<file path="config.mk">
export PLATFORM = sky130hd
export DESIGN_NAME = pfe_div
export DESIGN_NICKNAME = d
export VERILOG_FILES = /design/src/hw/rtl/pfe_div.sv
export SDC_FILE = /design/constraint.sdc
export NUM_CORES = 2
export LEC_CHECK = 0
export ABC_CLOCK_PERIOD_IN_PS = 5400
export BUFFER_PORTS_ARGS = -buffer_cell sky130_fd_sc_hd__buf_2
export CORE_UTILIZATION = 50
export DETAILED_ROUTE_END_ITERATION = 8
export HOLD_SLACK_MARGIN = 0.03
export PLACE_DENSITY_LB_ADDON = 0.08
export SLEW_MARGIN = 20
export SYNTH_ARGS = -nofsm -noshare
export SYNTH_HDL_FRONTEND = slang
export SYNTH_SLANG_ARGS = --single-unit
</file>
<file path="constraint.sdc">
create_clock -name clk -period 5.4 [get_ports clk]
set_input_delay 0.54 -clock clk [delete_from_list [all_inputs] [get_ports clk]]
set_output_delay 0.54 -clock clk [all_outputs]
set_load 0.005 [all_outputs]
</file>
<file path="src/hw/rtl/pfe_div.sv">
// Pipelined restoring divider, one quotient bit per stage, with a sideband tag.
module pfe_div #(
	parameter int unsigned NW = 32,
	parameter int unsigned DW = 16,
	parameter int unsigned TW = 1
) (
	input  logic          clk,
	input  logic          arst_n,
	input  logic          in_valid,
	input  logic [NW-1:0] num,
	input  logic [DW-1:0] den,
	input  logic [TW-1:0] tag_in,
	output logic          out_valid,
	output logic [NW-1:0] quo,
	output logic [DW-1:0] rem,
	output logic [TW-1:0] tag_out
);

	logic [NW-1:0] nq_s  [NW];
	logic [DW-1:0] rem_s [NW];
	logic [DW-1:0] den_s [NW];
	logic [TW-1:0] tag_s [NW];
	logic [NW-1:0] vld_s;

	for (genvar k = 0; k < NW; k++) begin : g_stage
		logic [NW-1:0] nq_c;
		logic [DW-1:0] rem_c;
		logic [DW-1:0] den_c;
		logic [TW-1:0] tag_c;
		logic          v_c;
		logic [DW:0]   trial;
		logic [DW:0]   diff;
		logic          take;

		// Select the stage input
		if (k == 0) begin : g_first
			assign nq_c  = num;
			assign rem_c = {DW{1'b0}};
			assign den_c = den;
			assign tag_c = tag_in;
			assign v_c   = in_valid;
		end else begin : g_next
			assign nq_c  = nq_s[k-1];
			assign rem_c = rem_s[k-1];
			assign den_c = den_s[k-1];
			assign tag_c = tag_s[k-1];
			assign v_c   = vld_s[k-1];
		end

		// Shift in the next numerator bit and try to subtract
		assign trial = {rem_c, nq_c[NW-1]};
		assign diff  = trial - {1'b0, den_c};
		assign take  = (trial >= {1'b0, den_c});

		// Advance the valid bit
		always_ff @(posedge clk or negedge arst_n) begin
			if (!arst_n) begin
				vld_s[k] <= 1'b0;
			end else begin
				vld_s[k] <= v_c;
			end
		end

		// Advance the partial remainder and quotient
		always_ff @(posedge clk) begin
			nq_s[k]  <= {nq_c[NW-2:0], take};
			rem_s[k] <= take ? diff[DW-1:0] : trial[DW-1:0];
			den_s[k] <= den_c;
			tag_s[k] <= tag_c;
		end
	end

	assign out_valid = vld_s[NW-1];
	assign quo       = nq_s[NW-1];
	assign rem       = rem_s[NW-1];
	assign tag_out   = tag_s[NW-1];

endmodule

</file>
Yosys cells after proc, flatten, opt, wreduce, memory -nomap -nowiden
Memory sizes are Yosys's and may differ from the RTL's.
Index checks and enable logic that the tools add are counted.

word-level totals
  bits in registers = 32
  RAM bits = 2080
  input bits = 52
  output and inout bits = 50
  word-level logic and storage cells = 132
  memories kept = 4

operators by class
  add/sub/neg operators = 32
  magnitude comparators = 32
  multiplexer cells = 32

memory list
  memory  depth  width  read ports  clocked after memory_dff  write ports  line  text
  nq_s    32     32     32          0                         32           19    logic [NW-1:0] nq_s [NW];
  den_s   32     16     31          0                         32           21    logic [DW-1:0] den_s [NW];
  rem_s   32     16     32          0                         32           20    logic [DW-1:0] rem_s [NW];
  tag_s   32     1      32          0                         32           22    logic [TW-1:0] tag_s [NW];

operator list
  cell              number
  $ge A17 B16 Y1    31
  $mux W16          32
  $sub A16 B16 Y16  31
  $ge A1 B16 Y1     1
  $sub A1 B16 Y16   1

Depth between registers and ports, before layout
An unclocked memory read counts as a cell.

  depth in word-level cells = 3
  depth in mapped cells = 13
  mapped depth without buffers = 12

Least setup slack after synthesis
No wires, ideal clock.

  path kind = reg2reg
  from = mem den_s[22][1] (netlist: den_s[1][97])
  to = mem rem_s[23][8] (netlist: rem_s[2][120])
  library setup time = 121 ps
  data arrival time = 2729 ps
  required time = 5279 ps
  setup slack = 2550 ps
  stages on the path, launching flop included = 13
  buffers on the path = 1
  clock period less this slack = 2850 ps
  cell sequence = dfxtp_1 inv_1 ha_1 nor2b_4 o21ai_2 nand2b_2 a221oi_4 a21oi_2 o2111ai_2 a21oi_2 a2111oi_4 buf_6 mux2_4

RTL lines
  element          line
  start, declared  21
  end, declared    20

==> tab_implementation.tex <==
\begin{tabular}{lr}
\hline
Metric & Value \\
\hline
\multicolumn{2}{l}{\textbf{Outcome}} \\
Run status & finished, final reports clean \\
\multicolumn{2}{l}{\textbf{Setup path}} \\
Endpoint type of the worst setup path & register \\
Top fanout value on the critical path & 17 \\
Crit path launch type & register \\
Cell family with most CP delay & compound AO/OA/AOI/OAI gates \\
Chain of cells forming the critical path & inv\_1 -> ha\_1 -> nor2b\_1 -> o21ai\_0 -> a21boi\_1 -> nor3\_1 -> o31ai\_2 -> a311o\_2 -> o211ai\_1 -> a21oi\_2 -> mux2\_2 \\
Arrival @ worst endpoint & 4260 ps \\
Max incr delay on CP & 820 ps \\
Master of the slowest instance on the critical path & a21oi\_2 \\
WP buf/inv & 1 \\
Critical path data required time & 6090 ps \\
Worst setup path class & register to register \\
\multicolumn{2}{l}{\textbf{Place}} \\
Half-perimeter wire length after detailed placement & 94.4 mm \\
Number of I/O port buffers & 101 \\
Placed instance count & 8301 \\
RD Place Congestion & 0.833 \\
\multicolumn{2}{l}{\textbf{Synthesis}} \\
Post-synth EDFFs & 0 \\
Syn\_area\_per\_cell & 11.2 µm² \\
Synth area leader & dfxtp\_1 \\
Synthesized Nets & 6949 \\
Number of standard cells after synthesis & 6368 \\
Leading register cell type out of synthesis & dfxtp\_1 \\
Post-synth top area share & 0.578 \\
Proportion of synthesized chip area in sequential cells & 0.590 \\
Number of warning messages in the yosys log & 0 \\
Top cells by count, synth & 2064 x dfxtp\_1, 647 x inv\_1, 498 x ha\_1 \\
Number of unique standard cell types used by synthesis & 94 \\
Async set-reset flop share out of synthesis & 0.0153 \\
Synthesized cell area & 71400 µm² \\
Ranking of synthesized cells by area & dfxtp\_1 58\%, ha\_1 8.7\%, inv\_1 3.4\% \\
Synth Register Bits & 2096 \\
Most used standard cell by instance count after synthesis & dfxtp\_1 \\
\multicolumn{2}{l}{\textbf{GRT}} \\
GRT Total Usage & 0.178 \\
Sum of overflow across all layers after global routing & 0 \\
Number of global-route vias before repair & 42300 \\
Antenna violations before repair & 0 \\
Wire length of the first global-routing pass & 211 mm \\
Largest net degree at the start of global routing & 34 \\
\multicolumn{2}{l}{\textbf{STA}} \\
Relative slew margins & 0.294 \\
Number of endpoints failing setup at the final stage & 0 \\
RSZ-0062 raised after global routing & false \\
Fmax & 280 MHz \\
Crit path time final & 3570 ps \\
Total negative slack for setup checks & 0 ps \\
Post-route fraction of the period consumed by the critical path & 0.661 \\
Smallest hold slack & 303 ps \\
Number of endpoints with negative hold slack in the final report & 0 \\
Final setup skew & 25.6 ps \\
Final number of max-transition violations & 0 \\
Least-Margin Pin Slew & 1060 ps \\
\multicolumn{2}{l}{\textbf{Final layout}} \\
Storage element area & 42100 µm² \\
Layout cells sized above 1 & 0.114 \\
Area used by multi-input combinational logic & 26600 µm² \\
Post-route non-filler standard cell count & 8734 \\
Count of filler cells inserted in the layout & 11900 \\
Count of antenna diodes in the layout & 0 \\
Count of nets after finishing & 7249 \\
Layout area overhead & 14.6\% \\
\multicolumn{2}{l}{\textbf{Drt}} \\
Number of design-rule violations left by the first detailed-router iteration & 1923 \\
Detailed-route vias per instance & 4.93 \\
DRT Pass-1 Iters & 5 \\
Vias & 43000 \\
Residual DRC & 0 \\
Wire length reported by the detailed router & 128 mm \\
DR WL/cell & 14.7 µm \\
Post-route antenna net violation count & 0 \\
\multicolumn{2}{l}{\textbf{Run}} \\
Maxcap violations & 0 \\
\multicolumn{2}{l}{\textbf{Floorplan}} \\
Vertical extent of the die & 380 µm \\
Width of the die & 380 µm \\
Initial core utilization & 0.505 \\
Number of placement rows & 138 \\
Placeable core region & 142000 µm² \\
Die Footprint & 144000 µm² \\
I/O pins & 102 \\
\multicolumn{2}{l}{\textbf{Clock tree}} \\
CTS clock-pin slew for the worst setup and hold paths & 60 ps \\
Clock tree from TritonCTS & built \\
Max Buffers Root-to-Sink & 3 \\
Clk sink count & 2096 \\
Clock root buffer & clkbuf\_16 \\
Clock latency reported for the late side of the worst-skew pair & 810 ps \\
CTS HTree Levels & 4 \\
CTS Buf Count & 203 \\
\multicolumn{2}{l}{\textbf{Min path}} \\
Min-Delay Path Class & register to register \\
\multicolumn{2}{l}{\textbf{Power}} \\
Power Dens Cells & 593 nW/µm² \\
Maximum resistive drop on vdd & 370 µV \\
Static Leak & 37.4 nW \\
\hline
\end{tabular}
## power by group
| group | total, mW | switching [mW] | leakage (nW) | internal, mW |
|---|---|---|---|---|
| clock network | 14.6 | 5.83 | 3.51 | 8.75 |
| logic | 14.1 | 7.55 | 16.3 | 6.57 |
| registers | 19.8 | 1.41 | 17.6 | 18.4 |
## metal layers
metal / GRT usage / vias up / wire (µm)
met2: 0.298 / 690 / 60400
met5: 0 / - / 0
met3: 0.0314 / 247 / 5000
met4: 0.0690 / 0 / 3920
met1: 0.227 / 19800 / 58700
li1: - / 22300 / -
## metrics by stage
stage | setup WS, ps | util | total power, mW | instance area, µm²
2_1_floorplan | 2550 | - | 30.9 | 71400
6_report | 1830 | 0.578 | 48.5 | 81800
3_5_place_dp | 1870 | 0.523 | 34.2 | 74100
4_1_cts | 1840 | 0.578 | 49.1 | 81800
3_3_place_gp | 1920 | 0.523 | 34.0 | 74100
5_1_grt | 1540 | 0.578 | 51.9 | 81800
## registers in the layout, summed over array words and instances, names as in the netlist
| signal | cells |
|---|---|
| out_valid | 1 |
| rem_s | 512 |
| tag_s | 32 |
| nq_s | 1024 |
| g_stage.v_c | 31 |
| den_s | 496 |
## logic make-up (layout without fill, tap and decap cells)
kind of cell               after synthesis  in the layout  synth area share
xor gates and xnor gates               350            350            0.0429
and+or+nand+nor                       1204           1204            0.0802
AOI/OAI and AO/OA                     1202           1202             0.110
adders and majority gates              529            529            0.0959
buffers and inverters                  718           1194            0.0390
DFF                                   2096           2096             0.590
muxes                                  269            269            0.0429
## path summary, 6_finish.rpt
kind,slack (ps),from,cells past startpoint,endpoint
min reg2reg,300,nq_s[2][97]$_DFF_P_,0,nq_s[2][130]$_DFF_P_
min in group asynchronous,320,arst_n,2,g_stage[1].v_c$_DFF_PN0_
min,300,nq_s[2][97]$_DFF_P_,0,nq_s[2][130]$_DFF_P_
max in group asynchronous,4640,arst_n,2,g_stage[31].v_c$_DFF_PN0_
max reg2reg,1830,den_s[0][113]$_DFF_P_,11,rem_s[1][3]$_DFF_P_
max,1830,den_s[0][113]$_DFF_P_,11,rem_s[1][3]$_DFF_P_
## layout by cell type, fill, tap and decap left out, types with 30 or more instances in the layout
| master | synthesis | layout |
|---|---|---|
| dfxtp_1 | 2064 | 2064 |
| inv_1 | 647 | 647 |
| ha_1 | 498 | 498 |
| nand2_1 | 360 | 360 |
| o21ai_0 | 314 | 314 |
| nor2_1 | 307 | 307 |
| a21oi_1 | 297 | 297 |
| xnor2_1 | 219 | 219 |
| mux2_2 | 214 | 214 |
| clkbuf_16 | 0 | 209 |
| a21o_1 | 153 | 153 |
| xor2_1 | 131 | 131 |
| nor3_1 | 110 | 110 |
| buf_2 | 17 | 101 |
| nand3_1 | 80 | 80 |
| nand2b_1 | 74 | 74 |
| nor2b_1 | 71 | 71 |
| o21a_1 | 63 | 63 |
| nand4_1 | 60 | 60 |
| dlygate4sd3_1 | 0 | 51 |
| clkinv_2 | 0 | 48 |
| o31ai_1 | 47 | 47 |
| a31oi_1 | 44 | 41 |
| clkbuf_8 | 0 | 40 |
| a21boi_0 | 35 | 35 |
| mux2i_1 | 34 | 34 |
| dfrtp_1 | 32 | 32 |
| fa_1 | 31 | 31 |
| and3_1 | 30 | 30 |
## final cells by class
type	count	share of cell area
clock buffer	274	0.0717
clock inverter	107	0.0159
inverter	647	0.0297
multi-input combinational	3554	0.325
sequential	2096	0.515
tap	1890	0.0289
timing repair buffer	166	0.0138
## what timing repair did
item	4_1_cts	5_1_grt
hold buffers	51	0
endpoints found under the hold margin	82	0
gates resized for setup	0	0
buffers inserted	0	0
setup endpoints to repair	0	0
No activity file was read; power rests on OpenSTA's default activity.
